[config.mk]
export PLATFORM = sky130hd
export DESIGN_NAME = n2c_queue
export DESIGN_NICKNAME = d
export VERILOG_FILES = /design/src/rtl/core/normalized_2d_convolution_assert.svh /design/src/rtl/core/n2c_pkg.sv /design/src/rtl/core/n2c_queue.sv
export SDC_FILE = /design/constraint.sdc
export NUM_CORES = 1
export LEC_CHECK = 0
export BUFFER_PORTS_ARGS = -buffer_cell sky130_fd_sc_hd__buf_4
export CAP_MARGIN = 15
export CELL_PAD_IN_SITES_DETAIL_PLACEMENT = 1
export CELL_PAD_IN_SITES_GLOBAL_PLACEMENT = 2
export CORE_ASPECT_RATIO = 1.75
export CORE_MARGIN = 2
export CORE_UTILIZATION = 44
export CTS_CLUSTER_SIZE = 8
export DETAILED_ROUTE_END_ITERATION = 8
export GPL_TIMING_DRIVEN = 0
export HOLD_SLACK_MARGIN = 0.05
export PLACE_DENSITY_LB_ADDON = 0.05
export SLEW_MARGIN = 20
export SYNTH_ARGS = -nofsm -noshare
export SYNTH_HDL_FRONTEND = slang
export SYNTH_SLANG_ARGS = --single-unit
[constraint.sdc]
create_clock -name clk -period 2.1 [get_ports clk]
set_input_delay 0.42 -clock clk [delete_from_list [all_inputs] [get_ports clk]]
set_output_delay 0.42 -clock clk [all_outputs]
set_load 0.01 [all_outputs]
[src/rtl/core/normalized_2d_convolution_assert.svh]
// Assertion shorthands, clocked on clk and quiet while rst is high.
`ifndef NORMALIZED_2D_CONVOLUTION_ASSERT_SVH
`define NORMALIZED_2D_CONVOLUTION_ASSERT_SVH

// Same-cycle implication.
`define N2C_ASSERT_NOW(name, pre, post) \
  name: assert property (@(posedge clk) disable iff (rst) (pre) |-> (post)) \
    else $error("n2c check failed");

// Next-cycle implication.
`define N2C_ASSERT_NEXT(name, pre, post) \
  name: assert property (@(posedge clk) disable iff (rst) (pre) |=> (post)) \
    else $error("n2c check failed");

`endif

[src/rtl/core/n2c_pkg.sv]
`default_nettype none

package n2c_pkg;

  // Input beat modes
  localparam logic [1:0] MODE_TAP   = 2'd0;
  localparam logic [1:0] MODE_PIXEL = 2'd1;
  localparam logic [1:0] MODE_FLUSH = 2'd2;
  localparam logic [1:0] MODE_SPARE = 2'd3;  // unused, dropped

  // Configuration register indexes
  localparam logic [1:0] REG_IMAGE_WIDTH   = 2'd0;
  localparam logic [1:0] REG_IMAGE_HEIGHT  = 2'd1;
  localparam logic [1:0] REG_KERNEL_WIDTH  = 2'd2;
  localparam logic [1:0] REG_KERNEL_HEIGHT = 2'd3;

  localparam int CFG_IDX_W  = 2;
  localparam int CFG_DATA_W = 12;
  localparam int MAX_HEIGHT = 2048;
  localparam int HEIGHT_W   = 12;  // holds 0..MAX_HEIGHT
  localparam int ROW_W      = 11;  // holds 0..MAX_HEIGHT-1
  localparam int Q_DEPTH    = 4;

  typedef struct packed {
    logic [1:0] mode;
    logic [5:0] tap_index;
    logic [7:0] chan_r;
    logic [7:0] chan_g;
    logic [7:0] chan_b;
    logic [7:0] chan_a;
  } item_t;

  typedef struct packed {
    logic [7:0] out_r;
    logic [7:0] out_g;
    logic [7:0] out_b;
    logic [7:0] out_a;
    logic       frame_end;
  } result_t;

  typedef enum logic [1:0] {
    OP_TAP,
    OP_PIXEL,
    OP_FLUSH
  } op_t;

  // One classified command; pix is {r, g, b, a}
  typedef struct packed {
    op_t        op;
    logic [5:0] tap;
    logic [31:0] pix;
  } cmd_t;

endpackage

`default_nettype wire

[src/rtl/core/n2c_queue.sv]
`default_nettype none

module n2c_queue
  import n2c_pkg::*;
(
  input  wire logic clk,
  input  wire logic rst,
  input  wire logic push,
  input  wire cmd_t push_cmd,
  input  wire logic pop,
  output logic      full,
  output logic      head_valid,
  output cmd_t      head
);

  localparam int QA_W = $clog2(Q_DEPTH);
  localparam int QC_W = $clog2(Q_DEPTH + 1);

  cmd_t            slots [Q_DEPTH];
  logic [QA_W-1:0] wp;
  logic [QA_W-1:0] rp;
  logic [QC_W-1:0] cnt;

  always_ff @(posedge clk) begin
    if (rst) begin
      wp  <= '0;
      rp  <= '0;
      cnt <= '0;
    end else begin
      if (push) begin
        wp <= wp + 1'b1;
      end
      if (pop) begin
        rp <= rp + 1'b1;
      end
      cnt <= cnt + QC_W'(push) - QC_W'(pop);
    end
  end

  always_ff @(posedge clk) begin
    if (push) begin
      slots[wp] <= push_cmd;
    end
  end

  assign full       = (cnt == QC_W'(Q_DEPTH));
  assign head_valid = (cnt != '0);
  assign head       = slots[rp];

endmodule

`default_nettype wire

==> results of run 1 <==
[metrics by stage]
step	setup TNS [ns]	area [um2]	instances	hold slack (ns)	utilization
after global routing	-3.10	7810	545	0.186	0.562
after detailed placement	0	7130	513	0.549	0.512
after floorplan	0	6260	251	0.492	-
after global placement	-105.38	7120	513	0.514	0.512
after CTS	-1.52	7810	545	0.187	0.562
final	-0.273	7810	545	0.202	0.562
[worst paths after layout]
| check | endpoint | slack [ns] | cells past startpoint |
|---|---|---|---|
| max | head[1] | -0.04 | 4 |
| min | slots[3][38]$_DFFE_PP_ | 0.20 | 1 |
| max reg2reg | cnt[2]$_SDFF_PP0_ | 0.35 | 7 |
| min reg2reg | rp[1]$_SDFFE_PP0P_ | 0.55 | 2 |
[flip-flops by register name, summed over array words and instances, names as in the netlist, named ones only]
signal and flops:
slots 160, cnt 3, rp 2, wp 2
[synthesized netlist by cell type, drive strengths merged]
cell type,n
nor2b,2
dfxtp,9
and3,1
nor2,5
and2,4
edfxtp,160
nand3b,1
ha,6
xor3,1
buf,9
a21bo,1
or3,1
mux2i,1
fa,1
mux4,40
inv,6
a21oi,1
xnor2,2
[layer usage]
layer,vias up,GRT usage,share of wire
li1,1252,-,-
met1,1433,0.185,0.40
met2,64,0.280,0.55
met3,10,0.0399,0.038
met4,0,0.0672,0.016
met5,-,0,0
[logic make-up (layout without fill, tap and decap cells)]
kind of cell               Yosys count  in the layout
AOI/OAI and AO/OA                    2              2
xor gates and xnor gates             3              3
adders and majority gates            7              7
buffers and inverters               15            132
DFF                                169            169
muxes                               41             41
and+or+nand+nor                     14             14
[timing repair]
item,in CTS,in global routing
setup buffers,0,0
setup endpoints to repair,40,40
gates resized for setup,41,0
[final cells by class]
| cell class | count | area share |
|---|---|---|
| sequential | 169 | 0.638 |
| multi-input combinational | 67 | 0.147 |
| timing repair buffer | 85 | 0.101 |
| clock buffer | 20 | 0.0559 |
| tap | 177 | 0.0284 |
| buffer | 9 | 0.0143 |
| clock inverter | 12 | 0.0122 |
| inverter | 6 | 0.00288 |
[power groups by stage]
stage	clock network [mW]	logic [mW]	registers [mW]
2_1_floorplan	0	0.496	3.98
3_3_place_gp	0	0.876	3.99
3_5_place_dp	0	0.897	4.00
6_report	2.78	0.956	3.92
4_1_cts	2.83	0.987	3.93
5_1_grt	2.96	1.04	3.94
==> flow_summary.toml, run 1 <==
[run_status]
status = "finished with violations"
violations = "negative setup slack"

[power_and_ir_drop]
switching_share = 0.224
seqPwrFrac = 0.512
pwr-share-clk = 0.363
vdd_drop_max_uv = 833
p_int_mw = 5.94
pwr-share-comb = 0.125
leakage_nw = 2.66
p_per_area_nw_per_um2 = 981
power.switching_mw = 1.72
totalPowerFinal_mw = 7.66

[yosys]
synth_area_leaders = "edfxtp_1, mux4_2, dfxtp_1, buf_12, ha_1"
ys_ff_latch = 169
synth.distinct_cells = 20
syn_inst = 251
muxShareOfSynthArea = 0.146
yosysWarnings = 0
yosysSeqAreaShare = 0.797
synth-adder-area-share = 0.0152
yosys.area_share.simple = 0.0122
yosys.area.top_type = "edfxtp_1"
synth-compound-area-share = 0.00240
synth_top_area_frac = 0.768
syn_avg_cell_area_um2 = 24.9
syn_area_um2 = 6260
synthesis.nets = 302
synth-xor-area-share = 0.00660
synth_top_family_by_area = "multiplexers"

[final_layout]
layout_common_cells = "edfxtp_1, buf_4, buf_6"
area.sequential_um2 = 4990
area_growth_pct = 24.8
layout_commonest_cell = "edfxtp_1"
n_fill_cell = 1258
n_antenna_cell = 0
num-nets-final = 406
drive_gt1_frac = 0.459
multi_input_area_um2 = 1150

[setup_path]
crit_family = "multiplexers"
critical_path_arrival_ns = 1.72
crit_fanout = 10
path_common_cell = "buf_6"
r2r_start = "cnt[0]$_SDFF_PP0_"
cp-start-kind = "flip-flop"
worstPathBufferInverterCount = 3
end_kind = "output port"
crit_chain = "buf_6, buf_12, mux4_2, buf_6"
cp_data_required_time_ns = 1.68
path_class = "flip-flop to output port"
crit_path_max_incr_delay_ns = 0.55
slowest_stage = "mux4_2"

[floorplanning]
ios = 86
die_w_um = 94.1
design.core.area_um2 = 13900
fp.dieH_um = 162
die_area_um2 = 15200
num_rows = 57
initial_core_util = 0.450

[placed_design]
dp_hpwl_um = 6870
preCtsSetupSlack_ns = 0.157
place_congestion = 0.634
io_buffer_count = 85

[clock_network]
cts_tree = "yes"
clk_pin_slew_ns = 0.07
clock-sinks = 169
clock_latency_ns = 0.42
hold_buffers = 0
cts_buffers = 17
cts-root-buf = "clkbuf_16"
clk_path_buf_depth = 2
cts_htree_levels = 4

[sta]
finalSetupViolations = 20
finalHoldViolations = 0
worst_slack_ns = -0.0399
max_freq_mhz = 467
fin_crit_sh = 1.02
relSlewSlack = 0.569
skew_ns = 0.0137
final_max_slew_viol_count = 0
finalCriticalPeriod_ns = 2.14
worst_pin_slew_ns = 0.647
rsz0062_at_grt = "true"

[detailed_routing]
dr.first_iter.drc_count = 81
vias_per_cell = 5.06
drt-wirelength-per-cell_um = 20.3
post-route-drc-count = 0
ant_nets = 0
dr.pass1.iters = 4
wirelength_um = 11000
vias = 2759

[min_path]
hold_class = "input pin to flip-flop"
min_from = "push_cmd[38]"

[global_routing]
grt_usage = 0.160
grt_overflow_total = 0
first_global_vias = 3173
grt_max_degree = 41
grt_pass1_wl_um = 17300
antenna_found_initial = 0

[flow_run]
maxCapViolCount = 0
(Power assumes the default switching activity.)
==> inputs of run 2 (changes only) <==
--- a/config.mk
+++ b/config.mk
@@ -16,7 +16,7 @@
 export DETAILED_ROUTE_END_ITERATION = 8
 export GPL_TIMING_DRIVEN = 0
 export HOLD_SLACK_MARGIN = 0.05
-export PLACE_DENSITY_LB_ADDON = 0.05
+export PLACE_DENSITY_LB_ADDON = 0.1
 export SLEW_MARGIN = 20
 export SYNTH_ARGS = -nofsm -noshare
 export SYNTH_HDL_FRONTEND = slang
==> run 2 against run 1 <==
Net effect:
- the flow still finishes with violations (negative setup slack)
- clock skew down 0.0057 ns
- global-route usage up 0.59 points
- critical path depth unchanged
- total power up 7.7%
- non-clock buffer count unchanged
- worst hold slack worse by 0.0049 ns
- via count up 2.2%
- critical path type unchanged
- largest power group unchanged
- highest routed layer unchanged
==> flow_summary.toml, run 2 (synthesized netlist as in run 1, its figures left out) <==
[sta]
finalSetupViolations = 36
max_freq_mhz = 467
finalHoldViolations = 0
worst_pin_slew_ns = 0.662
worst_slack_ns = -0.0416
skew_ns = 0.00803
finalCriticalPeriod_ns = 2.14
fin_crit_sh = 1.02
finalHoldWorstSlack_ns = 0.197
tns_ns = -0.634
relSlewSlack = 0.559
final_max_slew_viol_count = 0
rsz0062_at_grt = "true"

[setup_path]
cp-start-kind = "flip-flop"
critical_path_arrival_ns = 1.72
cp_data_required_time_ns = 1.68
end_kind = "output port"
path_class = "flip-flop to output port"
crit_fanout = 10
r2r.worst_path.cells = 7

[detailed_routing]
ant_nets = 0
vias = 2819
drt-wirelength-per-cell_um = 21.3
wirelength_um = 11600
dr.pass1.iters = 4
dr.first_iter.drc_count = 110
post-route-drc-count = 0
vias_per_cell = 5.17

[clock_network]
cts-root-buf = "clkbuf_16"
clock_latency_ns = 0.42
clk_path_buf_depth = 2
clock-sinks = 169
clk_pin_slew_ns = 0.07
cts_tree = "yes"
hold_buffers = 0
cts_buffers = 17
post_cts_buffers = 0
cts_htree_levels = 4

[global_routing]
first_global_vias = 3215
antenna_found_initial = 0
grt_pass1_wl_um = 18000
grt_max_degree = 41
grt_usage = 0.166
grt_overflow_total = 0

[final_layout]
num-nets-final = 406
n_antenna_cell = 0
reg.largest.list = "slots (160), cnt (3)"
design_area_um2 = 7920
largest_reg_flops = 160
layout_commonest_cell = "edfxtp_1"
layout_common_cells = "edfxtp_1, buf_4, buf_6"
drive_gt1_frac = 0.465
multi_input_area_um2 = 1150
area_growth_pct = 26.6
n_fill_cell = 1213
area.sequential_um2 = 4990
largest-register = "slots"

[run_status]
status = "finished with violations"
violations = "negative setup slack"

[power_and_ir_drop]
p_per_area_nw_per_um2 = 1040
vdd_drop_max_uv = 691
leakage_nw = 2.74

[floorplanning]
num_rows = 57
fp.dieH_um = 162
die_area_um2 = 15200
die_w_um = 94.1
ios = 86
design.core.area_um2 = 13900
initial_core_util = 0.450

[placed_design]
dp_hpwl_um = 6820
io_buffer_count = 85
dpl_cell_area_um2 = 7130
place_congestion = 0.659

[min_path]
hold_class = "input pin to flip-flop"
hold_depth = 1

[flow_run]
maxCapViolCount = 0
==> run 2: per-layer routing <==
| layer | global-route usage | part of all wire |
|---|---|---|
| met3 | 0.0496 | 0.046 |
| met2 | 0.294 | 0.56 |
| met5 | 0 | 0 |
| met4 | 0.0692 | 0.022 |
| met1 | 0.183 | 0.37 |
==> run 2: final timing paths <==
path | startpoint | endpoint | slack [ns]
max | flip-flop | head[12] | -0.04
min | push_cmd[32] | slots[0][32]$_DFFE_PP_ | 0.20
max reg2reg | cnt[0]$_SDFF_PP0_ | cnt[2]$_SDFF_PP0_ | 0.32
min reg2reg | rp[1]$_SDFFE_PP0P_ | flip-flop | 0.56
==> run 2: layout make-up <==
type	count	area share
Buffer	9	0.0141
Multi-Input combinational cell	67	0.145
Timing Repair Buffer	85	0.0995
Clock inverter	12	0.0238
Clock buffer	20	0.0576
Tap cell	177	0.0279
Inverter	6	0.00284
Sequential cell	169	0.629
==> run 2: where the power goes <==
group	internal, mW	switching, mW	total (mW)
combinational	0.542	0.421	0.963
clock	2.07	1.29	3.36
sequential	3.87	0.0530	3.93
==> run 2: worst max-delay path, stage by stage, from the launching register on <==
cell and delay (ns):
dfxtp_2 0.32, buf_6 0.14, buf_12 0.16, mux4_2 0.54
buf_6 0.14
==> run 2: stage by stage <==
step	util	power [mW]	worst slack, ns	std cells
after global routing	0.570	8.52	-0.115	545
after CTS	0.570	8.33	-0.0888	545
after floorplan	-	4.48	0.188	251
after detailed placement	0.512	4.89	0.160	513
after global placement	0.512	4.87	-0.686	513
final	0.570	8.25	-0.0416	545
==> run 2: repair_timing <==
item | 4_1_cts | 5_1_grt
setup endpoints to repair | 40 | 40
hold endpoints to repair | 0 | 0
gates resized for setup | 41 | 0
gates cloned | 0 | 0
==> inputs of run 3 (changes only) <==
--- a/config.mk
+++ b/config.mk
@@ -10,14 +10,13 @@
 export CELL_PAD_IN_SITES_DETAIL_PLACEMENT = 1
 export CELL_PAD_IN_SITES_GLOBAL_PLACEMENT = 2
 export CORE_ASPECT_RATIO = 1.75
-export CORE_MARGIN = 2
 export CORE_UTILIZATION = 44
 export CTS_CLUSTER_SIZE = 8
 export DETAILED_ROUTE_END_ITERATION = 8
 export GPL_TIMING_DRIVEN = 0
 export HOLD_SLACK_MARGIN = 0.05
 export PLACE_DENSITY_LB_ADDON = 0.1
-export SLEW_MARGIN = 20
+export RECOVER_POWER = 100
 export SYNTH_ARGS = -nofsm -noshare
 export SYNTH_HDL_FRONTEND = slang
 export SYNTH_SLANG_ARGS = --single-unit
==> run 3 against run 2 <==
Net effect:
- the run still ends with negative setup slack left
- first-iteration DRC count up 46%
- wire length increased by 1.3%
- register-to-register slack got worse by 0.23 ns
- combinational power is 0.8% higher
- sequential power about the same
- via count is 0.74% higher
- critical path depth is the same
- final cell count rose by 1.5%
- flip-flop and latch count is the same
- critical path type unchanged
- largest power group unchanged
- highest routed layer unchanged
==> flow_summary.toml, run 3 (synthesized netlist as in run 1, its figures left out) <==
[clock_network]
cts-root-buf = "clkbuf_16"
cts_htree_levels = 4
clock-sinks = 169
hold_buffers = 0
cts_buffers = 17
clk_pin_slew_ns = 0.06
clock_latency_ns = 0.42
cts_tree = "yes"
clk_path_buf_depth = 2
post_cts_buffers = 0

[placed_design]
io_buffer_count = 85
place_congestion = 0.636
dp_hpwl_um = 7440
preCtsSetupSlack_ns = 0.105

[sta]
worst_slack_ns = -0.0655
rsz0062_at_grt = "true"
finalCriticalPeriod_ns = 2.17
worst_pin_slew_ns = 0.794
fin_crit_sh = 1.03
finalHoldViolations = 0
max_freq_mhz = 462
final_max_slew_viol_count = 0
finalHoldWorstSlack_ns = 0.239
relSlewSlack = 0.470
finalSetupViolations = 40
skew_ns = 0.00715

[detailed_routing]
dr.pass1.iters = 4
drt-wirelength-per-cell_um = 21.2
ant_nets = 0
wl_met3_um = 443
met1Wirelength_um = 4470
vias = 2840
wirelength_um = 11700
wl_met2_um = 6620
top_layer_used = "met4"
vias_per_cell = 5.14
post-route-drc-count = 0
dr.first_iter.drc_count = 161

[final_layout]
layout_commonest_cell = "edfxtp_1"
drive_gt1_frac = 0.364
layout_common_cells = "edfxtp_1, clkbuf_1, buf_6"
area_growth_pct = 25.5
n_fill_cell = 1226
largest_reg_flops = 160
num-nets-final = 414
largest-register = "slots"
n_antenna_cell = 0
reg.largest.list = "slots (160), cnt (3)"

[global_routing]
first_global_vias = 3270
grt_usage = 0.175
grt_max_degree = 32
grt_overflow_total = 0
grt_pass1_wl_um = 18500
antenna_found_initial = 0

[setup_path]
r2r.worst_path.cells = 3
r2r_start = "wp[0]$_SDFFE_PP0P_"
path_common_cell = "buf_12"
cp_data_required_time_ns = 1.68
crit_family = "multiplexers"
critical_path_arrival_ns = 1.75
crit_fanout = 8
rrSetupSlack_ns = 0.09
reg2reg_to = "slots[3][22]$_DFFE_PP_"
cp-start-kind = "flip-flop"
slowest_stage = "mux4_2"
worstPathBufferInverterCount = 3
crit_path_max_incr_delay_ns = 0.54
crit_chain = "buf_12, buf_12, mux4_2, buf_6"
path_class = "flip-flop to output port"
crit_cells = 4
end_kind = "output port"
worstSetupEndpoint = "head[10]"

[floorplanning]
die_area_um2 = 14700
num_rows = 57
fp.dieH_um = 160
ios = 86
die_w_um = 92.1
design.core.area_um2 = 13900
initial_core_util = 0.450

[run_status]
status = "finished with violations"
violations = "negative setup slack"

[power_and_ir_drop]
leakage_nw = 2.63
vdd_drop_max_uv = 563
p_per_area_nw_per_um2 = 1020

[min_path]
hold_class = "input pin to flip-flop"

[flow_run]
maxCapViolCount = 0
## run 3: worst register-to-register path: stages, from the launching register on
cell and delay (ns):
dfxtp_1 0.40, ha_1 0.16, and2_2 0.62, clkbuf_4 0.49
## run 3: area by class of cell
type                            instances  area [um2]  area share
Buffer                                  9         120      0.0153
Clock buffer                           17         425      0.0542
Clock inverter                         15         166      0.0212
Inverter                                6        22.5     0.00287
Multi-Input combinational cell         67        1140       0.145
Sequential cell                       169        4990       0.635
Tap cell                              177         221      0.0282
Timing Repair Buffer                   93         767      0.0977
## run 3: power breakdown
part	internal [mW]	switching (mW)	total, mW
Sequential	3.87	0.0543	3.93
Combinational	0.540	0.431	0.971
Clock	1.78	1.31	3.09
Total	6.19	1.80	7.99
## run 3: metrics by stage
step           utilization  TNS, ns  total power, mW  instances  instance area [um2]
2_1_floorplan            -        0             4.48        251                 6260
3_3_place_gp         0.512  -102.63             4.87        513                 7120
3_5_place_dp         0.519        0             4.92        517                 7220
4_1_cts              0.575    -2.41             8.12        550                 8000
5_1_grt              0.565    -5.70             8.26        553                 7850
6_report             0.565    -1.57             7.99        553                 7850
## run 3: how the worst min path moves through the flow
| stage | depth (start not counted) | startpoint | end |
|---|---|---|---|
| 5_1_grt | 2 | rst | flip-flop |
| 6_report | 2 | rst | flip-flop |
| 4_1_cts | 1 | push_cmd[28] | slots[2][28]$_DFFE_PP_ |
| 2_1_floorplan | 1 | rst | cnt[0]$_SDFF_PP0_ |
| 3_3_place_gp | 2 | rp[1]$_SDFFE_PP0P_ | rp[1]$_SDFFE_PP0P_ |
| 3_5_place_dp | 2 | rp[1]$_SDFFE_PP0P_ | flip-flop |
## run 3: repair_timing
action                     CTS  global route
hold endpoints to repair     0             0
gates resized for setup     43             1
setup endpoints to repair   40            40
gates cloned                 1             3
## run 3: per-layer routing
layer,track usage,vias up
met5,0,-
met4,0.0703,0
met3,0.0414,14
met2,0.312,70
met1,0.198,1477
li1,-,1279
